==> config.mk <==
export PLATFORM = sky130hd
export DESIGN_NAME = cgt_span
export DESIGN_NICKNAME = d
export VERILOG_FILES = /design/src/rtl/core/cost_grid_with_threshold_defines.svh /design/src/rtl/core/cgt_pkg.sv /design/src/rtl/core/cgt_span.sv
export SDC_FILE = /design/constraint.sdc
export NUM_CORES = 1
export LEC_CHECK = 0
export BUFFER_PORTS_ARGS = -buffer_cell sky130_fd_sc_hd__buf_2
export CAP_MARGIN = 40
export CORE_MARGIN = 4
export CORE_UTILIZATION = 45
export DETAILED_ROUTE_END_ITERATION = 10
export PLACE_DENSITY = 0.6
export RECOVER_POWER = 100
export SYNTH_ARGS = -nofsm -noshare
export SYNTH_HDL_FRONTEND = slang
export SYNTH_SLANG_ARGS = --single-unit
==> constraint.sdc <==
create_clock -name clk -period 10.5 [get_ports clk]
set_input_delay 0.525 -clock clk [delete_from_list [all_inputs] [get_ports clk]]
set_output_delay 0.525 -clock clk [all_outputs]
set_load 0.03 [all_outputs]
==> src/rtl/core/cost_grid_with_threshold_defines.svh <==
// Assertion macros for the cost grid block.
// Used by the top level; no other dependencies.
`ifndef COST_GRID_WITH_THRESHOLD_DEFINES_SVH
`define COST_GRID_WITH_THRESHOLD_DEFINES_SVH
// clocked implication, disabled during reset
`define CG_ASSERT_IMP(label, ante, cons, msg) \
  label: assert property (@(posedge clk) disable iff (rst) (ante) |-> (cons)) \
    else $error(msg);
`define CG_ASSERT_NEXT(label, ante, cons, msg) \
  label: assert property (@(posedge clk) disable iff (rst) (ante) |=> (cons)) \
    else $error(msg);
`endif

==> src/rtl/core/cgt_pkg.sv <==
// Shared constants and types for the cost grid block.
// No dependencies.
package cgt_pkg;
  localparam int MAX_COLUMNS = 64;
  localparam int MAX_ROWS    = 64;
  localparam int COST_BITS   = 16;
  localparam int COL_W  = $clog2(MAX_COLUMNS);
  localparam int ROW_W  = $clog2(MAX_ROWS);
  localparam int ADDR_W = COL_W + ROW_W;
  localparam int CNT_W  = 9;

  localparam logic [2:0] OP_CLEAR = 3'd0;
  localparam logic [2:0] OP_FILL  = 3'd1;
  localparam logic [2:0] OP_SET   = 3'd2;
  localparam logic [2:0] OP_GET   = 3'd3;
  localparam logic [2:0] OP_SCAN  = 3'd4;
  localparam logic [2:0] OP_SETTH = 3'd5;

  localparam logic [2:0] REG_LEFT = 3'd0;
  localparam logic [2:0] REG_TOP  = 3'd1;
  localparam logic [2:0] REG_CW   = 3'd2;
  localparam logic [2:0] REG_CH   = 3'd3;
  localparam logic [2:0] REG_COLS = 3'd4;
  localparam logic [2:0] REG_ROWS = 3'd5;

  typedef struct packed {
    logic start;
    logic signed [16:0] a;
    logic signed [16:0] b;
    logic [10:0] size;
    logic [CNT_W-1:0] limit;
  } span_req_t;

  typedef struct packed {
    logic done;
    logic [CNT_W-1:0] lo;
    logic [CNT_W-1:0] hi;
  } span_rsp_t;
endpackage

==> src/rtl/core/cgt_span.sv <==
// Maps a world span to a clamped half-open cell range.
// Two restoring dividers, one quotient bit per cycle. Depends on cgt_pkg.
module cgt_span (
  input  logic clk,
  input  logic rst,
  input  cgt_pkg::span_req_t req,
  output cgt_pkg::span_rsp_t rsp
);
  localparam int CNT_W_L = cgt_pkg::CNT_W;
  typedef enum logic [1:0] {S_IDLE, S_DIV, S_FIX} st_t;
  st_t st;
  logic [16:0] mag_lo, mag_hi, q_lo, q_hi;
  logic [10:0] r_lo, r_hi, d;
  logic neg_lo, neg_hi;
  logic [4:0] bitn;
  logic [CNT_W_L-1:0] lim;
  logic signed [17:0] mn, mx;
  logic [11:0] t_lo, t_hi;
  logic signed [18:0] lo_s, hi_s;

  always_comb begin
    mn = (req.a < req.b) ? 18'(req.a) : 18'(req.b);
    mx = (req.a < req.b) ? 18'(req.b) : 18'(req.a);
    t_lo = {r_lo, mag_lo[16]};
    t_hi = {r_hi, mag_hi[16]};
    // floor for low edge, ceil for high edge, on sign-magnitude quotients
    lo_s = neg_lo ? -19'($signed({2'b0, q_lo})) - 19'((r_lo != 0) ? 1 : 0)
                  : 19'($signed({2'b0, q_lo}));
    hi_s = neg_hi ? -19'($signed({2'b0, q_hi}))
                  : 19'($signed({2'b0, q_hi})) + 19'((r_hi != 0) ? 1 : 0);
  end

  always_ff @(posedge clk) begin
    if (rst) begin
      st <= S_IDLE;
      rsp.done <= 1'b0;
    end else begin
      rsp.done <= 1'b0;
      case (st)
        S_IDLE: if (req.start) begin
          neg_lo <= mn[17];
          neg_hi <= mx[17];
          mag_lo <= mn[17] ? 17'(-mn) : mn[16:0];
          mag_hi <= mx[17] ? 17'(-mx) : mx[16:0];
          d <= (req.size == 0) ? 11'd1 : req.size;
          lim <= req.limit;
          r_lo <= '0; r_hi <= '0; q_lo <= '0; q_hi <= '0;
          bitn <= 5'd16;
          st <= S_DIV;
        end
        S_DIV: begin
          mag_lo <= {mag_lo[15:0], 1'b0};
          mag_hi <= {mag_hi[15:0], 1'b0};
          if (t_lo >= {1'b0, d}) begin
            r_lo <= 11'(t_lo - {1'b0, d}); q_lo <= {q_lo[15:0], 1'b1};
          end else begin
            r_lo <= t_lo[10:0]; q_lo <= {q_lo[15:0], 1'b0};
          end
          if (t_hi >= {1'b0, d}) begin
            r_hi <= 11'(t_hi - {1'b0, d}); q_hi <= {q_hi[15:0], 1'b1};
          end else begin
            r_hi <= t_hi[10:0]; q_hi <= {q_hi[15:0], 1'b0};
          end
          if (bitn == 0) st <= S_FIX;
          else bitn <= bitn - 5'd1;
        end
        S_FIX: begin
          rsp.lo <= lo_s[18] ? '0 :
                    (lo_s > 19'($signed({10'b0, lim}))) ? lim : lo_s[CNT_W_L-1:0];
          rsp.hi <= hi_s[18] ? '0 :
                    (hi_s > 19'($signed({10'b0, lim}))) ? lim : hi_s[CNT_W_L-1:0];
          rsp.done <= 1'b1;
          st <= S_IDLE;
        end
        default: st <= S_IDLE;
      endcase
    end
  end
endmodule

==> results.txt, run 1 <==
critical path, cell by cell - nor2_1 -> nor3_2 -> clkbuf_1 -> clkbuf_1 -> clkbuf_1
Worst-Skew Late Latency - 0.43 ns
diode count - 0
Sink Count - 138
initial antenna violation count - 0
largest net degree at the start of global routing - 69
Yosys top cell area share - 0.392
status - complete, but fails checks
ys async rst share - 0
setup TNS - 0 ns
syn_nets - 1235
Worst Path Required - 10.45 ns
Post CTS Setup Buffer Count - 0
Slowest cell on crit path - clkbuf_1
post-cts hold buffer count - 0
die span in y - 160 um
RSZ-0062 raised after global routing - no
Final Hold Slack - 0.282 ns
GP Congestion - 0.858
Vias - 8129
Worst Setup End Kind - register
Yosys cell types - 68
Layout area overhead - 10.4%
post-synthesis average cell area - 9.47 um2
Max-Cap Viols - 5
Max IR drop VDD - 89.0 uV
worst setup path endpoint - q_lo[16]
final-report setup violation count - 0
Root Driver - clkbuf_16
Die ar. - 0.0255 mm2
final clock period utilization by the worst path - 0.485
failing checks - capacitance limit, slew limit
Routed Antenna Nets - 0
Flop pwr share - 0.411
critical path startpoint category - register
Worst R2R End - q_lo[16]
max incr delay on CP - 2.61 ns
sequential share of the synthesized area - 0.397
Net Sw Frac - 0.296
YS warnings - 0
vias in the first global route - 7822
Setup Skew - 0.0161 ns
commonest cells in the netlist - edfxtp_1, nor2_1, ha_1
r2r startpoint - st[0]
I/O Buffers - 75
Combinational Power Share - 0.227
layout cells sized above 1 - 0.0864
Main synth FF type - edfxtp_1
crit-path most repeated cell - clkbuf_1
Final Hold Violating Endpoints - 0
Num CTS Buffers - 17
first-pass GRT wire length - 39.3 mm
hpwl dp - 17.6 mm
Leak - 4.57 nW
WHS Path Cells - 1
Area contributors post-synth - edfxtp_1, ha_1, mux2i_1, nor2_1, a21oi_1
Via density - 5.63
FMAX - 0.196 GHz
clock-pin slew on the worst setup and hold paths - 0.07 ns
internal power - 1.16 mW
post-CTS sizing - 0
I/O pin cnt - 76
clock buffer depth - 2
Hold WC Path Type - input pin to register
fin crit period - 5.10 ns
width of the die - 160 um
EDFF count, synth - 135
nets@finish - 1287
1st-pass router iterations - 5
reg2reg path depth - 5
DRC violations left - 0
gr usage total - 0.186
synthesized area - 0.0104 mm2
H-tree depth - 4
most frequent cell after synthesis - edfxtp_1
average wire per standard cell - 16.6 um
Row Count - 55
clock share of power - 0.362
Slew @ Worst Pin - 3.65 ns
WP data arrival - 5.05 ns
#FFs+latches synth - 138
total gr overflow - 0
reg2reg setup slack - 5.40 ns
pins over their slew limit - 244
Slew HR - -1.43
final WL - 23.9 mm
area leader, netlist - edfxtp_1
critical path class - register to register
critical path launch point - st[0]
P per Cell Area - 145 mW/mm2
total power - 1.65 mW
Worst Path Max Fanout - 65
Core Area - 0.0226 mm2
Mapped Cells - 1093
DR iter-0 viols - 391
Starting Density - 0.457
switching power - 0.490 mW
CTS tree - built
==> cell type report <==
class                           count  area (um2)
Sequential cell                   138        4110
Timing Repair Buffer               91         420
Fill cell                        2145       11200
Tap cell                          285         357
Multi-Input combinational cell    816        5660
Clock buffer                       20         437
Inverter                           81         304
Clock inverter                     12         138
==> critical path, delay by kind of cell (launching register included) <==
family | cells | cell delay (ns)
buf+inv | 3 | 3.94
flops | 1 | 0.45
simple gates | 2 | 0.19
==> worst min-delay path by stage <==
stage	from	to
floorplan	bitn[4]	st[1]
global placement	mag_lo[0]	mag_lo[1]
detailed placement	mag_hi[1]	mag_hi[2]
CTS	req[13]	d[4]
global route	req[3]	lim[3]
finish	req[13]	d[4]
==> per-stage QoR <==
stage	instances	utilization	setup slack [ns]	instance area [um2]
floorplan	1093	-	2.81	10400
global placement	1406	0.482	5.75	10900
detailed placement	1411	0.485	5.69	11000
CTS	1443	0.510	5.64	11500
global route	1443	0.505	4.81	11400
finish	1443	0.505	5.40	11400
==> power by group through the flow <==
| stage | registers [mW] | logic, mW | clock network [mW] |
|---|---|---|---|
| 6_report | 0.680 | 0.375 | 0.599 |
| 5_1_grt | 0.684 | 0.424 | 0.634 |
| 4_1_cts | 0.678 | 0.381 | 0.608 |
| 2_1_floorplan | 0.682 | 0.292 | 0 |
| 3_3_place_gp | 0.689 | 0.370 | 0 |
| 3_5_place_dp | 0.689 | 0.379 | 0 |
==> state kept, by name (all words and copies together), names as in the netlist <==
| register | cells |
|---|---|
| q_hi | 17 |
| mag_lo | 17 |
| neg_hi | 1 |
| rsp | 19 |
| r_lo | 11 |
| mag_hi | 17 |
| neg_lo | 1 |
| lim | 9 |
| r_hi | 11 |
| st | 2 |
| bitn | 5 |
| d | 11 |
| q_lo | 17 |
==> cells by family after synthesis <==
| group | Yosys count | share of synthesized area |
|---|---|---|
| and+or+nand+nor | 351 | 0.169 |
| adders and majority gates | 85 | 0.104 |
| muxes | 60 | 0.0582 |
| AOI/OAI and AO/OA | 257 | 0.159 |
| xor gates and xnor gates | 63 | 0.0533 |
| DFF | 138 | 0.397 |
| buffers and inverters | 139 | 0.0587 |
==> cells in the final DEF (no fill, tap or decap), types with 4 or more instances in the layout <==
cell type  Yosys  routed
edfxtp_1     135     135
nor2_1       113     113
ha_1          83      83
inv_1         81      81
a21oi_1       67      67
o21ai_0       58      64
mux2i_1       58      56
nand2_1       51      51
buf_2          2      51
nor3_1        48      47
clkbuf_1      42      41
xnor2_1       35      35
xor2_1        28      28
nand3_1       21      21
nand4_1       20      20
a21o_1        20      20
nor4_1        19      19
clkbuf_16      0      17
o21a_1        16      16
or3_1         14      14
a211oi_1      13      13
nor2b_1       11      11
a221oi_1      11      11
a31oi_1       10      10
nand2b_1       9       8
a21boi_0       7       8
and2_0         0       8
o211ai_1       7       7
and2_1        15       7
nor3b_1        5       5
a31o_2         5       5
o31a_1         4       4
o31ai_1        5       4
o22ai_1        4       4
nand3b_1       4       4
nor4b_1        4       4
inv_6          0       4
==> per-layer routing <==
layer | wire [um] | vias to the layer above | GRT usage | share of wire
met4 | 249 | 0 | 0.0430 | 0.010
li1 | - | 4125 | - | -
met5 | 0 | - | 0 | 0
met3 | 995 | 22 | 0.0405 | 0.042
met2 | 10600 | 181 | 0.293 | 0.44
met1 | 12100 | 3801 | 0.263 | 0.51
Power figures use the tool's default switching activity.
==> inputs of run 2 (changes only) <==
- clock period: 10.5 -> 5.05 ns (I/O delays scaled with it)
==> results.txt, run 2 (synthesis results as in run 1) <==
Slew HR - -1.13 (+0.305)
vias in the first global route - 7996 (+2.2%)
failing checks - capacitance limit, slew limit
Worst Path Required - 5.20 ns (-5.25 ns)
width of the die - 160 um (unchanged)
Via density - 5.68 (+0.86%)
largest net degree at the start of global routing - 93 (+35%)
I/O Buffers - 75 (unchanged)
final-report setup violation count - 0 (unchanged)
final core utilization - 0.505 (about the same)
final WL - 23.9 mm (about the same)
most common cell after layout, fill and taps aside - edfxtp_1
nets@finish - 1292 (+0.39%)
average wire per standard cell - 16.5 um (-0.23%)
clock buffer depth - 2 (unchanged)
Final Hold Slack - 0.0226 ns (-0.259 ns)
critical path startpoint category - register
status - complete, but fails checks
1st-pass router iterations - 5 (unchanged)
Max IR drop VDD - 137 uV (+54%)
internal power - 2.35 mW (+100%)
initial antenna violation count - 0 (unchanged)
Sink Count - 138 (unchanged)
P per Cell Area - 292 mW/mm2 (+100%)
Final Hold Violating Endpoints - 0 (unchanged)
clock-pin slew on the worst setup and hold paths - 0.06 ns (about the same)
setup TNS - 0 ns (unchanged)
Slew @ Worst Pin - 3.19 ns (-0.457 ns)
CTS tree - built
most frequent cells in the layout - edfxtp_1, nor2_1, ha_1
largest register by flop count - rsp
Net Sw Frac - 0.297 (+0.000613)
I/O pin cnt - 76 (unchanged)
H-tree depth - 4 (unchanged)
first-pass GRT wire length - 39.8 mm (+1.3%)
total gr overflow - 0 (unchanged)
clock share of power - 0.344 (-0.018)
Hold WC Path Type - input pin to register
Post CTS Setup Buffer Count - 0 (unchanged)
Leak - 4.57 nW (about the same)
hpwl dp - 17.6 mm (+0.22%)
final clock period utilization by the worst path - 0.892 (+0.406)
max FFs per register - 19 (unchanged)
Layout area overhead - 10.5% (about the same)
Worst Setup End Kind - register
DR iter-0 viols - 649 (+66%)
WP data arrival - 4.66 ns (-0.39 ns)
pins over their slew limit - 246 (+0.82%)
Combinational Power Share - 0.233 (+0.006)
Vias - 8216 (+1.1%)
gr usage total - 0.186 (-0.000275)
Flop pwr share - 0.423 (+0.012)
die span in y - 160 um (unchanged)
critical path class - register to register
Num CTS Buffers - 17 (unchanged)
fin crit period - 4.50 ns (-0.593 ns)
Core Area - 0.0226 mm2 (unchanged)
RSZ-0062 raised after global routing - no
Worst Path Max Fanout - 9 (-86%)
Row Count - 55 (unchanged)
Routed Antenna Nets - 0 (unchanged)
Worst-Skew Late Latency - 0.42 ns (about the same)
FMAX - 0.222 GHz (+13%)
Max-Cap Viols - 4 (-1)
Die ar. - 0.0255 mm2 (unchanged)
layout cells sized above 1 - 0.0844 (-0.00195)
GP Congestion - 0.852 (-0.68%)
Starting Density - 0.457 (unchanged)
switching power - 0.993 mW (+100%)
diode count - 0 (unchanged)
DRC violations left - 0 (unchanged)
Root Driver - clkbuf_16
Setup Skew - 0.00808 ns (-0.00800 ns)
[run 2: changes by cell type in the layout (fill, tap and decap cells not counted), sizes merged]
| cell | before | now |
|---|---|---|
| dlygate4sd3 | 0 | 6 |
| inv | 85 | 81 |
| clkinv | 4 | 7 |
| clkinvlp | 2 | 5 |
| buf | 53 | 51 |
| clkbuf | 58 | 56 |
| bufinv | 2 | 1 |
[run 2: path summary, 6_finish.rpt]
check | startpoint | endpoint | slack, ns | cells after the start
min | req[3] | lim[3] | 0.02 | 1
max | r_hi[0] | rsp[3] | 0.55 | 18
max reg2reg | r_hi[0] | rsp[3] | 0.55 | 18
min reg2reg | mag_hi[7] | mag_hi[8] | 0.52 | 2
[run 2: stage by stage]
step,power [mW],cell area (um2),worst slack [ns],std cells
after floorplan,2.02,10400,0.327,1093
after global placement,2.21,10900,0.433,1408
after detailed placement,2.22,11000,0.371,1410
after CTS,3.37,11500,0.355,1445
after global routing,3.53,11400,0.0214,1446
final,3.34,11400,0.546,1446
[run 2: critical path, cell delays in order (launching register included)]
cell	delay, ns
edfxtp_1	0.45
nor4_1	0.37
nand3_1	0.16
ha_1	0.23
ha_1	0.20
nand2b_1	0.11
nor2_1	0.07
a21oi_1	0.15
a21oi_1	0.07
xor2_1	0.18
ha_1	0.31
nand2_1	0.08
nor3_1	0.30
o21ai_0	0.13
or3b_1	0.35
nor4b_1	0.37
nand4_1	0.36
nor3_1	0.28
nor3_1	0.08
[run 2: final cells by class]
class,count,area (um2)
Inverter,81,304
Multi-Input combinational cell,816,5660
Fill cell,2127,11200
Clock buffer,17,425
Timing Repair Buffer,96,473
Tap cell,285,357
Sequential cell,138,4110
Clock inverter,13,108
[run 2: power groups by stage]
stage                     logic (mW)  clock network [mW]  registers, mW
after floorplan                0.608                   0           1.41
after global placement         0.775                   0           1.43
after detailed placement       0.784                   0           1.43
after CTS                      0.790                1.17           1.41
after global routing           0.880                1.23           1.42
final                          0.780                1.15           1.41
[run 2: layer usage]
layer | GRT usage | routed length, um | part of all wire | vias up
met2 | 0.301 | 10700 | 0.45 | 202
met5 | 0 | 0 | 0 | -
met4 | 0.0398 | 303 | 0.013 | 0
li1 | - | - | - | 4131
met3 | 0.0359 | 1120 | 0.047 | 23
met1 | 0.260 | 11800 | 0.49 | 3860
[run 2: timing repair]
item | in CTS | in global routing
setup endpoints to repair | 0 | 9
gates resized for setup | 0 | 2
hold buffers | 5 | 1
endpoints found under the hold margin | 5 | 1
==> inputs of run 3 (changes only) <==
- GPL_TIMING_DRIVEN: default -> 0
==> results.txt, run 3 (synthesis results as in run 1) <==
status - complete, but fails checks
DRC violations left - 0 (unchanged)
width of the die - 160 um (unchanged)
Worst Path Required - 5.22 ns (+0.02 ns)
Vias - 8377 (+2.0%)
pins over their slew limit - 0 (-100%)
GP Congestion - 0.878 (+2.9%)
largest net degree at the start of global routing - 20 (-78%)
DR iter-0 viols - 404 (-38%)
layout cells sized above 1 - 0.0788 (-0.00559)
Die ar. - 0.0255 mm2 (unchanged)
Slew HR - 0.0163 (+1.14)
Core Area - 0.0226 mm2 (unchanged)
RSZ-0062 raised after global routing - no
Setup Skew - 0.0109 ns (+0.00280 ns)
Hold WC Path Type - input pin to register
die span in y - 160 um (unchanged)
H-tree depth - 4 (unchanged)
Via density - 5.57 (-1.9%)
failing checks - capacitance limit
Sink Count - 138 (unchanged)
# placed instances - 1464 (+3.8%)
Layout area overhead - 13.2%
clock-pin slew on the worst setup and hold paths - 0.06 ns (about the same)
FMAX - 0.212 GHz (-4.7%)
max incr delay on CP - 0.43 ns (-0.02 ns)
fin crit period - 4.73 ns (+0.223 ns)
setup slack after layout - 0.323 ns (-0.223 ns)
nets@finish - 1348 (+4.3%)
most common cell after layout, fill and taps aside - edfxtp_1
Slowest cell on crit path - edfxtp_1
most frequent cells in the layout - edfxtp_1, nor2_1, clkbuf_1
Max IR drop VDD - 226 uV (+65%)
Non-Filler Instances - 1503 (+3.9%)
Worst Path Max Fanout - 10 (+1)
1st-pass router iterations - 6 (+1)
Multi-input gate area - 0.00565 mm2 (-0.13%)
final clock period utilization by the worst path - 0.936 (+0.0442)
clock buffer depth - 2 (unchanged)
CP top delay family - compound AO/OA/AOI/OAI gates
crit-path most repeated cell - ha_1
pre-CTS setup slack - -0.172 ns (-0.542 ns)
Num CTS Buffers - 17 (unchanged)
Filler cells - 2147 (+0.94%)
critical path startpoint category - register
average wire per standard cell - 16.7 um (+1.0%)
crit path buf inv count - 2 (+2)
first-pass GRT wire length - 41.0 mm (+3.1%)
I/O Buffers - 75 (unchanged)
critical path, cell by cell - nor4_1 -> nand2_1 -> nor4_4 -> ha_1 -> ha_1 -> inv_1 -> ha_1 -> or2_2 -> a21oi_2 -> nor3_1 -> a21o_1 -> ha_1 -> a21oi_1 -> nor2b_1 -> o31a_1 -> o31ai_1 -> o2111a_1 -> clkbuf_4 -> mux2i_1 -> nor2_1
initial antenna violation count - 0 (unchanged)
total gr overflow - 0 (unchanged)
CTS tree - built
gr usage total - 0.196 (+0.0105)
diode count - 0 (unchanged)
Max-Cap Viols - 1 (-3)
largest register by flop count - rsp
Final Hold Violating Endpoints - 0 (unchanged)
Worst-Skew Late Latency - 0.42 ns (about the same)
critical path class - register to register
WHS Path Cells - 1 (unchanged)
P per Cell Area - 296 mW/mm2 (+1.2%)
Worst Setup End Kind - register
register area - 0.00411 mm2 (unchanged)
I/O pin cnt - 76 (unchanged)
final-report setup violation count - 0 (unchanged)
Routed Antenna Nets - 0 (unchanged)
Starting Density - 0.457 (unchanged)
hpwl dp - 19.6 mm (+11%)
max FFs per register - 19 (unchanged)
Slew @ Worst Pin - 1.46 ns (-1.74 ns)
WP data arrival - 4.90 ns (+0.24 ns)
Row Count - 55 (unchanged)
Root Driver - clkbuf_16
CP Depth - 20 (+2)
final WL - 25.1 mm (+5.0%)
vias in the first global route - 8050 (+0.68%)
reg2reg path depth - 20 (+2)
Leak - 4.68 nW (+2.5%)
## run 3: cell types whose count changed in the layout (fill, tap and decap cells not counted), moves of 2 or more
cell           change
clkbuf_1          +52
bufinv_16          +2
buf_6              +2
buf_4              -3
dlygate4sd3_1      +3
clkinvlp_4         -3
clkbuf_2           +2
## run 3: path summary, 6_finish.rpt
check	from	to	slack, ns
setup / recovery	r_lo[7]	rsp[16]	0.32
hold / removal	req[0]	lim[0]	0.02
setup reg to reg	r_lo[7]	rsp[16]	0.32
hold reg to reg	mag_lo[15]	mag_lo[16]	0.52
## run 3: stage by stage
step                      hold slack [ns]  power [mW]  utilization  area [um2]  TNS, ns
after floorplan                     0.328        2.02            -       10400        0
after global placement              0.430        2.24        0.490       11100  -113.30
after detailed placement            0.433        2.25        0.497       11200    -1.36
after CTS                         0.00268        3.52        0.525       11900        0
after global routing               0.0112        3.65        0.518       11700        0
final                              0.0223        3.47        0.518       11700        0
## run 3: power by group
part           leakage [nW]  total, mW  switching [mW]  internal (mW)
clock network         0.278       1.25           0.479          0.771
logic                  3.09      0.813           0.486          0.327
registers              1.31       1.40          0.0442           1.36
## run 3: routing by layer
layer	share of wire	up-vias	GRT usage
met5	0	-	0
met4	0.013	0	0.0552
met3	0.036	22	0.0335
met2	0.45	179	0.315
met1	0.50	3924	0.275
li1	-	4252	-
## run 3: final cells by class
| cell class | count | share of cell area |
|---|---|---|
| multi-input cells | 816 | 0.482 |
| flip-flops and latches | 138 | 0.351 |
| repair buffers | 94 | 0.0390 |
| clock buffers | 19 | 0.0369 |
| well taps | 285 | 0.0304 |
| inverters | 81 | 0.0259 |
| plain buffers | 58 | 0.0218 |
| clock inverters | 12 | 0.0127 |
## run 3: repair_timing
action | 4_1_cts | 5_1_grt
buffers inserted | 0 | 1
endpoints found under the hold margin | 6 | 1
pin swaps | 0 | 1
resized for setup | 1 | 5
hold buffers | 6 | 1
setup endpoints to repair | 9 | 14
